## src/hdl/assert_macros.svh

```systemverilog
// Assertion macros for the RTL modules; bsst_back includes them.
`ifndef ASSERT_MACROS_SVH
`define ASSERT_MACROS_SVH

// Check a property on every rising edge of clk_i, muted while rst_ni is low.
`define BSST_ASSERT(lbl, prop, msg) \
  lbl: assert property (@(posedge clk_i) disable iff (!rst_ni) prop) else $error(msg);

// Check a property on every rising edge of clk_i, reset included.
`define BSST_ASSERT_ALWAYS(lbl, prop, msg) \
  lbl: assert property (@(posedge clk_i) prop) else $error(msg);

`endif

```

## src/hdl/bsst_pkg.sv

```systemverilog
// Shared types and constants of the bounded set span tracker.
package bsst_pkg;

  localparam int unsigned VAL_W        = 32;
  localparam int unsigned CNT_W        = 11;
  localparam int unsigned CAPACITY_DEF = 1024;
  localparam int unsigned MAX_CFG      = (1 << CNT_W) - 1;
  localparam int unsigned QUEUE_DEPTH  = 2;

  // Fewest held values for which the spans mean something.
  localparam logic [CNT_W-1:0] MIN_SPAN_COUNT = CNT_W'(2);

  localparam logic STATUS_OK   = 1'b0;
  localparam logic STATUS_FULL = 1'b1;

  typedef struct packed {
    logic signed [VAL_W-1:0] value;
    logic                    accept;
  } bsst_item_t;

  typedef enum logic [1:0] {
    ST_IDLE,
    ST_SCAN,
    ST_DRAIN,
    ST_FINISH
  } bsst_state_e;

endpackage

```

## src/hdl/bsst_fifo.sv

```systemverilog
// Short item queue between the classifying front and the executing back.
module bsst_fifo (
  input  logic                clk_i,
  input  logic                rst_ni,
  input  logic                push_i,
  input  bsst_pkg::bsst_item_t push_item_i,
  output logic                full_o,
  input  logic                pop_i,
  output logic                empty_o,
  output bsst_pkg::bsst_item_t head_o
);
  import bsst_pkg::*;

  localparam int unsigned PtrW = (QUEUE_DEPTH > 1) ? $clog2(QUEUE_DEPTH) : 1;
  localparam int unsigned FillW = $clog2(QUEUE_DEPTH + 1);

  bsst_item_t             slot_q [QUEUE_DEPTH];
  logic [PtrW-1:0]        wr_ptr_q, wr_ptr_d;
  logic [PtrW-1:0]        rd_ptr_q, rd_ptr_d;
  logic [FillW-1:0]       fill_q, fill_d;

  function automatic logic [PtrW-1:0] bump(input logic [PtrW-1:0] p);
    bump = (p == PtrW'(QUEUE_DEPTH - 1)) ? '0 : p + PtrW'(1);
  endfunction

  assign full_o  = (fill_q == FillW'(QUEUE_DEPTH));
  assign empty_o = (fill_q == '0);
  assign head_o  = slot_q[rd_ptr_q];

  always_comb begin
    wr_ptr_d = push_i ? bump(wr_ptr_q) : wr_ptr_q;
    rd_ptr_d = pop_i ? bump(rd_ptr_q) : rd_ptr_q;
    fill_d   = fill_q;
    if (push_i && !pop_i) begin
      fill_d = fill_q + FillW'(1);
    end else if (pop_i && !push_i) begin
      fill_d = fill_q - FillW'(1);
    end
  end

  always_ff @(posedge clk_i or negedge rst_ni) begin
    if (!rst_ni) begin
      wr_ptr_q <= '0;
      rd_ptr_q <= '0;
      fill_q   <= '0;
    end else begin
      wr_ptr_q <= wr_ptr_d;
      rd_ptr_q <= rd_ptr_d;
      fill_q   <= fill_d;
    end
  end

  always_ff @(posedge clk_i) begin
    if (push_i) begin
      slot_q[wr_ptr_q] <= push_item_i;
    end
  end

endmodule

```

## config.mk

```make
export PLATFORM = sky130hd
export DESIGN_NAME = bsst_fifo
export DESIGN_NICKNAME = d
export VERILOG_FILES = /design/src/hdl/assert_macros.svh /design/src/hdl/bsst_pkg.sv /design/src/hdl/bsst_fifo.sv
export SDC_FILE = /design/constraint.sdc
export NUM_CORES = 1
export LEC_CHECK = 0
export BUFFER_PORTS_ARGS = -buffer_cell sky130_fd_sc_hd__clkbuf_2
export CORE_MARGIN = 4
export CORE_UTILIZATION = 47
export CTS_CLUSTER_DIAMETER = 80
export CTS_CLUSTER_SIZE = 25
export DETAILED_ROUTE_END_ITERATION = 12
export GPL_ROUTABILITY_DRIVEN = 0
export PLACE_DENSITY = 0.75
export SETUP_SLACK_MARGIN = 0.4
export SLEW_MARGIN = 20
export SYNTH_ARGS = -nofsm -noshare
export SYNTH_HDL_FRONTEND = slang
export SYNTH_SLANG_ARGS = --single-unit
```

## constraint.sdc

```tcl
create_clock -name clk_i -period 2.4 [get_ports clk_i]
set_clock_uncertainty 0.05 [all_clocks]
set_input_delay 0.48 -clock clk_i [delete_from_list [all_inputs] [get_ports clk_i]]
set_output_delay 0.48 -clock clk_i [all_outputs]
set_load 0.03 [all_outputs]
```

# After elaboration in Yosys (flattened, before gate mapping)

Memories as Yosys holds them, arrays and structs flattened.
Index checks and enable logic that the tools add are counted.

Register bits: 4
Bits in writable memories: 66
Bits of input ports: 37
Output and inout bits: 35
Memories kept: 1

Memories:

| memory | depth | bits a word | read ports | clocked after Yosys merged registers in | write ports | RTL line        | source |
|---|---|---|---|---|---|---|---|
| slot_q | 2     | 33          | 1          | 0                                       | 1           | bsst_fifo.sv:17 | `bsst_item_t slot_q [QUEUE_DEPTH];` |

$add $sub $neg: 4
Equality and inequality tests: 1
Mux-type cells: 6
Reductions and logical operators: 6

Operators with widths:

| cell                                                                | number |
|---|---|
| 1-bit two-way mux                                                   | 4 |
| 2-bit two-way mux                                                   | 2 |
| 1-bit adder (second input constant)                                 | 2 |
| 2-bit by 1-bit adder with 2-bit output (second input constant)      | 1 |
| 2-bit == test (second input constant)                               | 1 |
| 1-bit logical AND                                                   | 2 |
| 1-bit logical NOT                                                   | 2 |
| 2-bit logical NOT                                                   | 1 |
| 2-bit nonzero test                                                  | 1 |
| 2-bit by 1-bit subtractor with 2-bit output (second input constant) | 1 |

# Longest topological paths before layout

Depth in word-level cells: 4
Mapped depth: 5
Mapped depth without buffers: 5

# Least setup slack after synthesis

No wires, ideal clock.

Kind: input to register
Start: input port push_i
End: memory slot_q[0][0] (netlist name) (enable)
Arrival: 1.970 ns
Required time: 1.923 ns
Path slack: -0.047 ns
Cell stages on the path: 1
Path through: nor2b_1

Cells in the longest elaborated chain, start to end: 2

RTL lines:

| element                                 | RTL line        | source |
|---|---|---|
| start, declared                         | bsst_fifo.sv:5  | `input logic push_i,` |
| 1-bit two-way mux                       | bsst_fifo.sv:54 | `if (push_i) begin` |
| 1-bit two-way mux (implied by the code) | bsst_fifo.sv:55 | `slot_q[wr_ptr_q] <= push_item_i;` |
| end, declared                           | bsst_fifo.sv:17 |  |

Every way passes these cells.

==> qor.txt <==
Max_slew headroom -> 0.7793
Pins over their slew limit -> 0
Synth warn -> 0
Least-Margin Pin Slew -> 0.3304 ns
Cells after Synth -> 119
Comb power frac -> 0.439
Mapped cell area -> 2720 sq um
CTS tree -> built
Final hold violation count -> 0
WS Path Type -> reg -> out
Avg Cell Area, Syn -> 22.86 sq um
WL final -> 4.425 mm
Setup TNS -> 0 ns
Arr. time, crit path -> 1.52 ns
DR DRC count -> 0
Initial DRC count -> 49
DIE WIDTH -> 84.08 microns
Final setup fails -> 0
Outcome -> finished clean
Flop pwr share -> 0.375
Fin crit share -> 0.8527
Clock transition at the registers of the reported paths -> 0.07 ns
Hold Path Class -> in -> reg
Initial antenna violation count -> 0
CP max-delay cell -> dfrtp_4
Area of the core -> 5574 sq um
First-pass GRT wire length -> 7.072 mm
Max Cap Violations -> 0
Register area share after synthesis -> 0.7654
Final #Nets -> 244
Die area -> 7069 sq um
Tot GR Track Use -> 0.1336
CTS H-tree depth -> 3
PortBufs -> 71
Critical path's largest stage delay -> 0.53 ns
Crit-path cells -> buf_12, mux2_4, clkbuf_4
Antenna Nets Post-Route -> 0
Vias in the first global route -> 1,438
Via count -> 1,328
Int Power -> 3.105 mW
Clock buffer depth -> 2
Buf/Inv on CP -> 2
Largest net degree at the start of global routing -> 25
RSZ-0062 raised after global routing -> yes
CP startpoint kind -> flop
Post-synthesis cell type count -> 13
Vias per cell -> 4.693
#FFs+latches synth -> 70
# IOs -> 72
Clock power share -> 0.186
Crit path required time -> 1.87 ns
Maximum vdd ir drop -> 691.7 uV
Total power per unit cell area -> 1281 nW/um^2
Fmax -> 488.6 MHz
Switching Share -> 0.3290
GRT Residual Overflow -> 0
Die H -> 84.08 microns
Clk sinks -> 70
Root buf cell -> clkbuf_8
Share of cells above drive strength 1 -> 0.6019
Lkg Pwr -> 1.483 nW
Clock buffer count from CTS -> 9
CP max FO -> 13
Final HPWL DP -> 2.945 mm
Fin crit period -> 2.046 ns
Starting density of the core -> 0.4880
CP Capture Type -> output port
Area Overhead vs Synth -> 32.80%
Ant. Diodes -> 0
Drt wl/cell -> 15.64 microns
CP delay by family, top -> flip-flops
Worst skew pair latency -> 0.33 ns
Synth Net Count -> 157
WHS -> 0.2863 ns
DRT Pass-1 Iters -> 4
Rows -> 27
Switching power -> 1.523 mW
-- flip-flops by register name (all words and copies together) (netlist names) --
name      count
slot_q       66
rd_ptr_q      1
wr_ptr_q      1
fill_q        2
-- layer usage --
layer | track usage | wire length (microns) | vias up
met1 | 0.1568 | 1816 | 632
met3 | 0.04146 | 286 | 7
met5 | 0 | 0 | -
li1 | - | - | 636
met2 | 0.2181 | 2260 | 53
met4 | 0.07164 | 61 | 0
-- power groups by stage --
stage	combinational (mW)	clock, mW	sequential (mW)
global route	2.13	0.955	1.76
finish	2.03	0.860	1.74
floorplan	1.36	0	1.72
CTS	2.00	0.883	1.74
detailed placement	1.65	0	1.79
global placement	1.64	0	1.78
-- placed cells by master (no fill, tap or decap), types with 3 or more instances in the layout --
cell type  count
buf_12         3
buf_4          3
buf_8         10
clkbuf_2      38
clkbuf_4      13
clkbuf_8      18
clkinv_2       3
dfrtp_1        3
edfxtp_1      66
mux2_2         4
mux2_4        29
xor2_1         4
-- cells in the mapped netlist, drive strengths merged --
cell	number	area, sq um
nor2	2	7.510
xnor2	1	8.760
edfxtp	66	1982
xor2	4	35.03
and2	1	6.260
mux2	33	480.5
nor2b	2	12.51
inv	1	3.750
buf	4	71.32
dfrtp	4	100.1
ha	1	12.51
-- path summary, 6_finish.rpt --
check / slack (ns) / cells past startpoint / startpoint / end
worst min-delay path: 0.29 / 1 / push_item_i[11] / slot_q[0][11]
worst max-delay path: 0.35 / 3 / rd_ptr_q / head_o[31]
worst max register to register: 1.05 / 2 / wr_ptr_q / slot_q[0][32]
worst min register to register: 0.45 / 1 / fill_q[1] / fill_q[1]
min in group asynchronous: 0.45 / 2 / rst_ni / rd_ptr_q
max in group asynchronous: 1.70 / 2 / rst_ni / rd_ptr_q
-- per-stage QoR --
| stage | area, sq um | setup slack, ns | power [mW] | util | cells |
|---|---|---|---|---|---|
| finish | 3612 | 0.3535 | 4.628 | 0.6480 | 283 |
| global route | 3612 | 0.3065 | 4.841 | 0.6480 | 283 |
| CTS | 3600 | 0.3303 | 4.624 | 0.6458 | 283 |
| detailed placement | 3178 | 0.5046 | 3.442 | 0.5701 | 263 |
| global placement | 3178 | 0.5206 | 3.423 | 0.5701 | 263 |
| floorplan | 2723 | 0.5651 | 3.074 | - | 119 |
-- cells by family (layout without fill, tap and decap cells) --
| family | Yosys count | in the layout | synth area share |
|---|---|---|---|
| xor gates and xnor gates | 5 | 5 | 0.01610 |
| adders and majority gates | 1 | 1 | 0.004599 |
| buffers and inverters | 5 | 97 | 0.02760 |
| DFF | 70 | 70 | 0.7654 |
| muxes | 33 | 33 | 0.1766 |
| and+or+nand+nor | 5 | 5 | 0.009661 |
-- final cells by class --
class | instances | area (sq um)
Clock buffer | 10 | 127.6
Fill cell | 386 | 1962
Multi-Input combinational cell | 44 | 570.5
Sequential cell | 70 | 2086
Tap cell | 72 | 90.09
Inverter | 1 | 3.754
Timing Repair Buffer | 80 | 681.9
Clock inverter | 6 | 52.55
-- repair_timing --
action / 4_1_cts / 5_1_grt
hold endpoints to repair: 4 / 0
setup buffers: 3 / 0
setup endpoints to repair: 33 / 33
resized for setup: 54 / 11
hold buffers: 1 / 0
(Power assumes the default switching activity.)
