<file path="config.mk">
export PLATFORM = sky130hd
export DESIGN_NAME = bsst_front
export DESIGN_NICKNAME = d
export VERILOG_FILES = /design/src/hdl/assert_macros.svh /design/src/hdl/bsst_pkg.sv /design/src/hdl/bsst_front.sv
export SDC_FILE = /design/constraint.sdc
export NUM_CORES = 1
export LEC_CHECK = 0
export BUFFER_PORTS_ARGS = -buffer_cell sky130_fd_sc_hd__buf_2
export CORE_ASPECT_RATIO = 0.8
export CORE_MARGIN = 1
export CORE_UTILIZATION = 44
export CTS_CLUSTER_SIZE = 20
export DETAILED_ROUTE_END_ITERATION = 8
export HOLD_SLACK_MARGIN = 0.12
export MAX_ROUTING_LAYER = met4
export PLACE_DENSITY = 0.79
export SYNTH_ARGS = -nofsm -noshare
export SYNTH_HDL_FRONTEND = slang
export SYNTH_SLANG_ARGS = --single-unit
</file>
<file path="constraint.sdc">
create_clock -name clk_i -period 2.8 [get_ports clk_i]
set_clock_uncertainty 0.05 [all_clocks]
set_input_delay 0.14 -clock clk_i [delete_from_list [all_inputs] [get_ports clk_i]]
set_output_delay 0.14 -clock clk_i [all_outputs]
set_load 0.005 [all_outputs]
</file>
<file path="src/hdl/assert_macros.svh">
// Assertion macros for the RTL modules; bsst_back includes them.
`ifndef ASSERT_MACROS_SVH
`define ASSERT_MACROS_SVH

// Check a property on every rising edge of clk_i, muted while rst_ni is low.
`define BSST_ASSERT(lbl, prop, msg) \
  lbl: assert property (@(posedge clk_i) disable iff (!rst_ni) prop) else $error(msg);

// Check a property on every rising edge of clk_i, reset included.
`define BSST_ASSERT_ALWAYS(lbl, prop, msg) \
  lbl: assert property (@(posedge clk_i) prop) else $error(msg);

`endif

</file>
<file path="src/hdl/bsst_pkg.sv">
// Shared types and constants of the bounded set span tracker.
package bsst_pkg;

  localparam int unsigned VAL_W        = 32;
  localparam int unsigned CNT_W        = 11;
  localparam int unsigned CAPACITY_DEF = 1024;
  localparam int unsigned MAX_CFG      = (1 << CNT_W) - 1;
  localparam int unsigned QUEUE_DEPTH  = 2;

  // Fewest held values for which the spans mean something.
  localparam logic [CNT_W-1:0] MIN_SPAN_COUNT = CNT_W'(2);

  localparam logic STATUS_OK   = 1'b0;
  localparam logic STATUS_FULL = 1'b1;

  typedef struct packed {
    logic signed [VAL_W-1:0] value;
    logic                    accept;
  } bsst_item_t;

  typedef enum logic [1:0] {
    ST_IDLE,
    ST_SCAN,
    ST_DRAIN,
    ST_FINISH
  } bsst_state_e;

endpackage

</file>
<file path="src/hdl/bsst_front.sv">
// Front end: capacity register, input handshake and accept/reject decision.
module bsst_front #(
  parameter int unsigned CAPACITY = bsst_pkg::CAPACITY_DEF
) (
  input  logic                       clk_i,
  input  logic                       rst_ni,
  input  logic                       cfg_we_i,
  input  logic [bsst_pkg::CNT_W-1:0] cfg_wdata_i,
  input  logic                       in_valid_i,
  output logic                       in_stall_o,
  input  logic signed [bsst_pkg::VAL_W-1:0] value_i,
  output logic                       push_o,
  output bsst_pkg::bsst_item_t       push_item_o,
  input  logic                       full_i
);
  import bsst_pkg::*;

  localparam int unsigned CapClip = (CAPACITY > MAX_CFG) ? MAX_CFG : CAPACITY;
  localparam logic [CNT_W-1:0] CapLimit = CNT_W'(CapClip);

  logic [CNT_W-1:0] capacity_q;
  logic [CNT_W-1:0] taken_q, taken_d;
  logic [CNT_W-1:0] limit;
  logic             room;

  // Clip the programmed capacity to the store depth.
  assign limit = (capacity_q > CapLimit) ? CapLimit : capacity_q;
  assign room  = (taken_q < limit);

  assign in_stall_o         = full_i;
  assign push_o             = in_valid_i && !full_i;
  assign push_item_o.value  = value_i;
  assign push_item_o.accept = room;

  assign taken_d = (push_o && room) ? taken_q + CNT_W'(1) : taken_q;

  always_ff @(posedge clk_i or negedge rst_ni) begin
    if (!rst_ni) begin
      capacity_q <= '0;
      taken_q    <= '0;
    end else begin
      if (cfg_we_i) begin
        capacity_q <= cfg_wdata_i;
      end
      taken_q <= taken_d;
    end
  end

endmodule

</file>
# [After elaboration in Yosys (flattened, before gate mapping)]
# Index checks and enable logic that the tools add are counted.
# W data, S select, Z words.
[totals] register_bits=22 input_bits=48 out_inout_bits=35 word_cells=9
[op_classes] add_sub_neg=1 order_cmp=2 n_mux=1 n_reduce_logical=3
[ops] cell="$add A11 B1 Y11 const B" count=1
[ops] cell="$gt A11 B11 Y1 const B" count=1
[ops] cell="$lt A11 B11 Y1" count=1
[ops] cell="$mux W11" count=1
[ops] cell="$logic_and A1 B1 Y1" count=2
[ops] cell="$logic_not A1 Y1" count=1

# [Longest topological paths before layout]
# Gate-level depths: netlist of run 1.
[depth] depth_word=4 mapped_depth=10 mapped_depth_nobuf=8

# [Worst setup path after synthesis of run 1]
# OpenSTA, ideal clock, no wires.
[synth_path] kind="register -> register" from="register capacity_q[10]" to="register taken_q[1]" setup_ns=0.125 arrival_time_ns=2.265 required_time_ns=2.625 setup_slack_ns=0.360 stages_incl_launch_ff=10 path_buffers=1 synth_period_minus_slack_ns=2.440 path_cell_list="dfrtp_1 inv_1 clkbuf_1 nand2_1 ha_1 a21oi_1 o21ai_1 a311o_1 nor3b_1 mux2_2"
[synth_via] elab_chain_cells=4
[synth_lines] element="from (decl)" line_no="bsst_front.sv:21" rtl="logic [CNT_W-1:0] capacity_q;"
[synth_lines] element="from (signal assigned)" line_no="bsst_front.sv:43" rtl="capacity_q <= cfg_wdata_i;"
[synth_lines] element="$gt A11 B11 Y1" line_no="bsst_front.sv:27" rtl="assign limit = (capacity_q > CapLimit) ? CapLimit : capacity_q;"
[synth_lines] element="$mux W11 *" line_no="bsst_front.sv:27"
[synth_lines] element="$lt A11 B11 Y1 *" line_no="bsst_front.sv:28" rtl="assign room = (taken_q < limit);"
[synth_lines] element="$logic_and A1 B1 Y1 *" line_no="bsst_front.sv:35" rtl="assign taken_d = (push_o && room) ? taken_q + CNT_W'(1) : taken_q;"
[synth_lines] element="to (signal assigned)" line_no="bsst_front.sv:45" rtl="taken_q <= taken_d;"
[synth_lines] element="to (decl)" line_no="bsst_front.sv:22" rtl="logic [CNT_W-1:0] taken_q, taken_d;"
# Mark *: on every way between the ends. The rest lies on a longest branch, timed or not.
# A chain may end at the register's enable or synchronous reset.

==> results of run 1 <==
-- critical path, delay by kind of cell (launching register included) --
family,cells,cell delay [ns]
AOI/OAI and AO/OA,3,0.57
buffers and inverters,3,0.55
DFF,1,0.39
adders and majority gates,1,0.30
and+or+nand+nor,2,0.21
-- sequential cells by signal, summed over array words and instances, names as in the netlist --
name        cells
taken_q        11
capacity_q     11
-- power by group through the flow --
stage	registers, mW	logic, mW	clock network (mW)
2_1_floorplan	0.427	0.231	0
3_3_place_gp	0.445	0.228	0
3_5_place_dp	0.448	0.249	0
4_1_cts	0.442	0.262	0.234
5_1_grt	0.450	0.293	0.245
6_report	0.443	0.257	0.224
-- cell type report --
| class | instances | area [um2] | area share (%) |
|---|---|---|---|
| timing repair buffer | 32 | 225 | 14.5 |
| clock buffer | 4 | 55.1 | 3.55 |
| multi-input combinational | 81 | 661 | 42.6 |
| tap | 40 | 50.0 | 3.23 |
| inverter | 2 | 7.51 | 0.485 |
| sequential | 22 | 551 | 35.5 |
-- kinds of logic (layout without fill, tap and decap cells) --
logic type | after synthesis | after routing | share of synthesized area, %
simple gates | 40 | 40 | 17.0
buf+inv | 40 | 38 | 19.1
flops | 22 | 22 | 36.8
fa+ha+maj | 11 | 11 | 9.19
mux | 11 | 11 | 8.27
xor+xnor | 10 | 10 | 5.85
compound gates | 9 | 9 | 3.84
-- per-stage QoR --
stage | cell area (um2) | worst slack, ns | hold slack (ns)
floorplan | 1500 | 0.360 | -0.206
global placement | 1370 | 0.432 | 0.0670
detailed placement | 1370 | 0.348 | 0.0828
CTS | 1550 | 0.294 | 0.206
global route | 1550 | 0.174 | 0.230
finish | 1550 | 0.328 | 0.206
-- what timing repair did --
| item | in CTS | in global routing |
|---|---|---|
| resized for setup | 0 | 0 |
| hold endpoints to repair | 33 | 0 |
| hold buffers | 12 | 0 |
-- cells in the mapped netlist, drive strengths merged --
cell type  instances
a211oi             1
a21oi              3
a311o              1
and3               2
buf               37
clkbuf             1
dfrtp             22
ha                11
inv                2
mux2              11
nand2             16
nand3              6
nor2               3
nor2b              2
nor3               1
nor3b              2
nor4               7
nor4b              1
o211a              1
o21ai              3
xnor2              1
xor2               9
-- metal layers --
layer	up-vias	global-route usage, %
met5	-	-
met3	24	5.08
li1	452	-
met2	28	25.7
met4	0	8.51
met1	415	18.2
-- path summary, 6_finish.rpt --
check / endpoint / slack (ns) / cells after the start
max: push_item_o[0] / 0.33 / 9
min: capacity_q[10]$_DFFE_PN0P_ / 0.21 / 3
max reg2reg: taken_q[1]$_DFFE_PN0P_ / 0.36 / 8
min reg2reg: capacity_q[4]$_DFFE_PN0P_ / 0.46 / 1
max in group asynchronous: capacity_q[6]$_DFFE_PN0P_ / 2.07 / 2
min in group asynchronous: capacity_q[3]$_DFFE_PN0P_ / 0.31 / 2
==> flow_metrics.env, run 1 <==
export IMPL_hold_viol=0
export IMPL_slew_headroom_pct=68.0
export IMPL_setup_tns_ns=0
export IMPL_path_clk_slew_ns=0.07
export IMPL_pwr_share_seq_pct=48.0
export IMPL_min_from="cfg_we_i"
export IMPL_dieArea_mm2=0.00364
export IMPL_outcome="finished clean"
export IMPL_area_growth_pct=3.43
export IMPL_grt_pass1_vias=924
export IMPL_crit_path_start_kind="register"
export IMPL_finalNetCount=201
export IMPL_worst_pin_slew_ns=0.480
export IMPL_vias=919
export IMPL_cpMaxStageDelayCell="dfrtp_1"
export IMPL_ant_nets=0
export IMPL_nFillCells=295
export IMPL_required_ns=2.61
export IMPL_grt_setup_unrepaired="no"
export IMPL_worstSetupPathType="register to primary output"
export IMPL_finish_utilization_pct=49.1
export IMPL_top_layer_used="met4"
export IMPL_final_instance_count_excl_fill=181
export IMPL_grt_first_pass_wirelength_um=4120
export IMPL_power_per_cell_area_mw_per_mm2=596
export IMPL_synth_cells=143
export IMPL_core_mm2=0.00315
export IMPL_htree_num_levels=1
export IMPL_routed_wl_um=2600
export IMPL_switchingPower_mw=0.296
export IMPL_reg2reg_from="capacity_q[10]$_DFFE_PN0P_"
export IMPL_drive_above_1_share_pct=31.2
export IMPL_final_cell_mix="22 x dfrtp_1, 18 x buf_2, 16 x nand2_1, 12 x dlygate4sd3_1"
export IMPL_ir_worst_vdd_mv=0.438
export IMPL_swShare_pct=32.0
export IMPL_cts_sinks=22
export IMPL_place_inst=165
export IMPL_cts_tree="yes"
export IMPL_critPathCaptureType="primary output"
export IMPL_io_pins=83
export IMPL_cts_buffers=3
export IMPL_yosys_cell_types_count=27
export IMPL_rows=18
export IMPL_layout_commonest_cell="dfrtp_1"
export IMPL_internal_power_mw=0.628
export IMPL_finalPower_mw=0.924
export IMPL_synth_area_leader_cell="dfrtp_1"
export IMPL_port_buffers=18
export IMPL_cpPeakStageDelay_ns=0.39
export IMPL_hold_class="input port to register"
export IMPL_initial_core_util_pct=47.5
export IMPL_synth_top_area_share_pct=36.8
export IMPL_synth_seq_cells=22
export IMPL_wl_met1_um=1140
export IMPL_die_y_um=54.2
export IMPL_p_leak_nw=0.740
export IMPL_synth_area_mm2=0.00150
export IMPL_hpwl_um=2030
export IMPL_drtIter0Drc=5
export IMPL_avgSynthCellArea_um2=10.5
export IMPL_grt_max_degree=23
export IMPL_p_clk_share_pct=24.2
export IMPL_grtUsageTotal_pct=16.1
export IMPL_yosys_top_cells_area="dfrtp_1 37%, buf_4 17%, ha_1 9.2%"
export IMPL_cts_root_buf="clkbuf_8"
export IMPL_die_w_um=67.2
export IMPL_antenna_found_initial=0
export IMPL_met2_length_um=1170
export IMPL_ys_seq_area_share_pct=36.8
export IMPL_period_needed_ns=2.47
export IMPL_wire_per_inst_um=14.4
export IMPL_diodes=0
export IMPL_dr_wl_met3_um=196
export IMPL_grt_ovfl_total=0
export IMPL_crit_fanout=11
export IMPL_maxCapViolCount=0
export IMPL_gp_congestion=0.766
export IMPL_setup_viol=0
export IMPL_firstDrtPassIters=3
export IMPL_post_cts_setup_buffers=0
export IMPL_routed_via_density=5.08
export IMPL_crit_arrival_ns=2.28
export IMPL_pwr_share_comb_pct=27.8
export IMPL_synth_fp_nets=202
export IMPL_fin_crit_sh_pct=88.3
export IMPL_max_freq_mhz=404
export IMPL_synth_warning_count=0
export IMPL_critical_path_startpoint="capacity_q[10]$_DFFE_PN0P_"
export IMPL_clockBufferDepth=2
export IMPL_path_cells="inv_1 -> nand2_1 -> ha_1 -> a21oi_1 -> o21ai_1 -> a311o_1 -> buf_4 -> nor2_1 -> buf_2"
export IMPL_insertion_delay_ns=0.26
export IMPL_route_detailed_drc=0
export IMPL_slew_viol_final=0
No activity file was read; power rests on OpenSTA's default activity.
==> inputs of run 2 (changes only) <==
GPL_TIMING_DRIVEN = 0   (was unset)
==> run 2 against run 1 <==
Effect of this change: routed wire length increased by 15%; total power up 4.0%; cell count is 38% higher; clock power down 12%; via count is 31% higher; highest routed layer unchanged; sequential cell count stayed put; fmax shrank 2.6%; non-clock buffer count grew 69.
==> flow_metrics.env, run 2 (synthesis gave the netlist of run 1 again) <==
export IMPL_io_pins=83
export IMPL_port_buffers=50
export IMPL_layout_commonest_cell="buf_2"
export IMPL_route_detailed_drc=0
export IMPL_hold_ws_ns=0.317
export IMPL_crit_arrival_ns=2.35
export IMPL_hold_class="input port to async pin"
export IMPL_hpwl_um=2280
export IMPL_critPathCaptureType="primary output"
export IMPL_ir_worst_vdd_mv=0.345
export IMPL_diodes=0
export IMPL_multiInputGateArea_um2=661
export IMPL_die_y_um=54.2
export IMPL_gp_congestion=0.773
export IMPL_htree_num_levels=1
export IMPL_antenna_found_initial=0
export IMPL_cts_sinks=22
export IMPL_routed_via_density=4.84
export IMPL_grtUsageTotal_pct=18.4
export IMPL_nFillCells=268
export IMPL_required_ns=2.61
export IMPL_p_leak_nw=1.03
export IMPL_setup_tns_ns=0
export IMPL_hold_viol=0
export IMPL_initial_core_util_pct=47.5
export IMPL_grt_pass1_vias=1145
export IMPL_firstDrtPassIters=4
export IMPL_drive_above_1_share_pct=52.6
export IMPL_cpMaxStageDelayCell="dfrtp_1"
export IMPL_rows=18
export IMPL_power_per_cell_area_mw_per_mm2=485
export IMPL_seq_area_um2=551
export IMPL_top_regs="capacity_q (11), taken_q (11)"
export IMPL_wire_per_inst_um=12.0
export IMPL_grt_first_pass_wirelength_um=4810
export IMPL_setup_viol=0
export IMPL_routed_wl_um=2990
export IMPL_die_w_um=67.2
export IMPL_post_cts_setup_buffers=0
export IMPL_final_cell_mix="51 x buf_2, 34 x buf_4, 22 x dfrtp_1, 16 x nand2_1, 14 x dlygate4sd3_1"
export IMPL_core_mm2=0.00315
export IMPL_area_growth_pct=32.2
export IMPL_path_clk_slew_ns=0.08
export IMPL_cts_buffers=3
export IMPL_cpPeakStageDelay_ns=0.41
export IMPL_place_inst=233
export IMPL_dieArea_mm2=0.00364
export IMPL_maxCapViolCount=0
export IMPL_finalNetCount=270
export IMPL_slew_viol_final=0
export IMPL_cts_root_buf="clkbuf_8"
export IMPL_crit_fanout=11
export IMPL_grt_ovfl_total=0
export IMPL_insertion_delay_ns=0.26
export IMPL_period_needed_ns=2.54
export IMPL_finalPower_mw=0.961
export IMPL_max_freq_mhz=394
export IMPL_path_delay_family="compound AO/OA/AOI/OAI gates"
export IMPL_crit_path_start_kind="register"
export IMPL_final_instance_count_excl_fill=249
export IMPL_clockBufferDepth=2
export IMPL_critical_path_buf_inv_count=4
export IMPL_path_cells="clkinvlp_4 -> nand2_1 -> ha_1 -> a21oi_1 -> o21ai_1 -> a311o_1 -> buf_6 -> nor2_1 -> buf_4 -> buf_2"
export IMPL_ant_nets=0
export IMPL_cts_tree="yes"
export IMPL_outcome="finished clean"
export IMPL_slew_headroom_pct=65.6
export IMPL_vias=1204
export IMPL_worst_pin_slew_ns=0.516
export IMPL_drtIter0Drc=19
export IMPL_grt_setup_unrepaired="no"
export IMPL_grt_max_degree=23
export IMPL_fin_crit_sh_pct=90.7
export IMPL_worstSetupPathType="register to primary output"
## run 2: per-layer routing
layer	GRT usage, %	part of all wire (%)
met2	33.5	52
met4	4.26	0.90
met3	3.81	6.8
met1	20.7	40
met5	-	0
## run 2: area by class of cell
| cell class | instances | share of cell area [%] |
|---|---|---|
| plain buffers | 37 | 13.9 |
| clock buffers | 3 | 2.09 |
| inverters | 2 | 0.569 |
| multi-input cells | 81 | 33.4 |
| flip-flops and latches | 22 | 27.8 |
| well taps | 40 | 2.53 |
| repair buffers | 64 | 19.7 |
## run 2: what timing repair did
| item | in CTS | in global routing |
|---|---|---|
| hold buffers | 14 | 0 |
| pin swaps | 0 | 0 |
| hold endpoints to repair | 33 | 0 |
| endpoints found under the setup margin | 1 | 1 |
| gates resized for setup | 0 | 1 |
## run 2: worst paths after layout
path	startpoint	end	slack, ns	depth (start not counted)
max reg2reg	capacity_q[10]$_DFFE_PN0P_	taken_q[1]$_DFFE_PN0P_	0.28	8
max	capacity_q[10]$_DFFE_PN0P_	push_item_o[0]	0.26	10
min	rst_ni	capacity_q[1]$_DFFE_PN0P_	0.32	2
max in group asynchronous	rst_ni	capacity_q[6]$_DFFE_PN0P_	2.03	2
min in group clk_i	full_i	taken_q[0]$_DFFE_PN0P_	0.32	4
min reg2reg	taken_q[10]$_DFFE_PN0P_	taken_q[10]$_DFFE_PN0P_	0.43	1
## run 2: through the flow
step,util [%],instance area (um2),setup WS (ns)
after floorplan,-,1500,0.360
after global placement,57.0,1800,0.0976
after detailed placement,57.0,1800,0.0386
after CTS,62.7,1980,0.149
after global routing,62.8,1980,0.0770
final,62.8,1980,0.262
## run 2: report_power, final
part	internal [mW]	switching [mW]	total, mW
combinational	0.177	0.144	0.322
clock	0.0961	0.101	0.197
sequential	0.374	0.0678	0.442
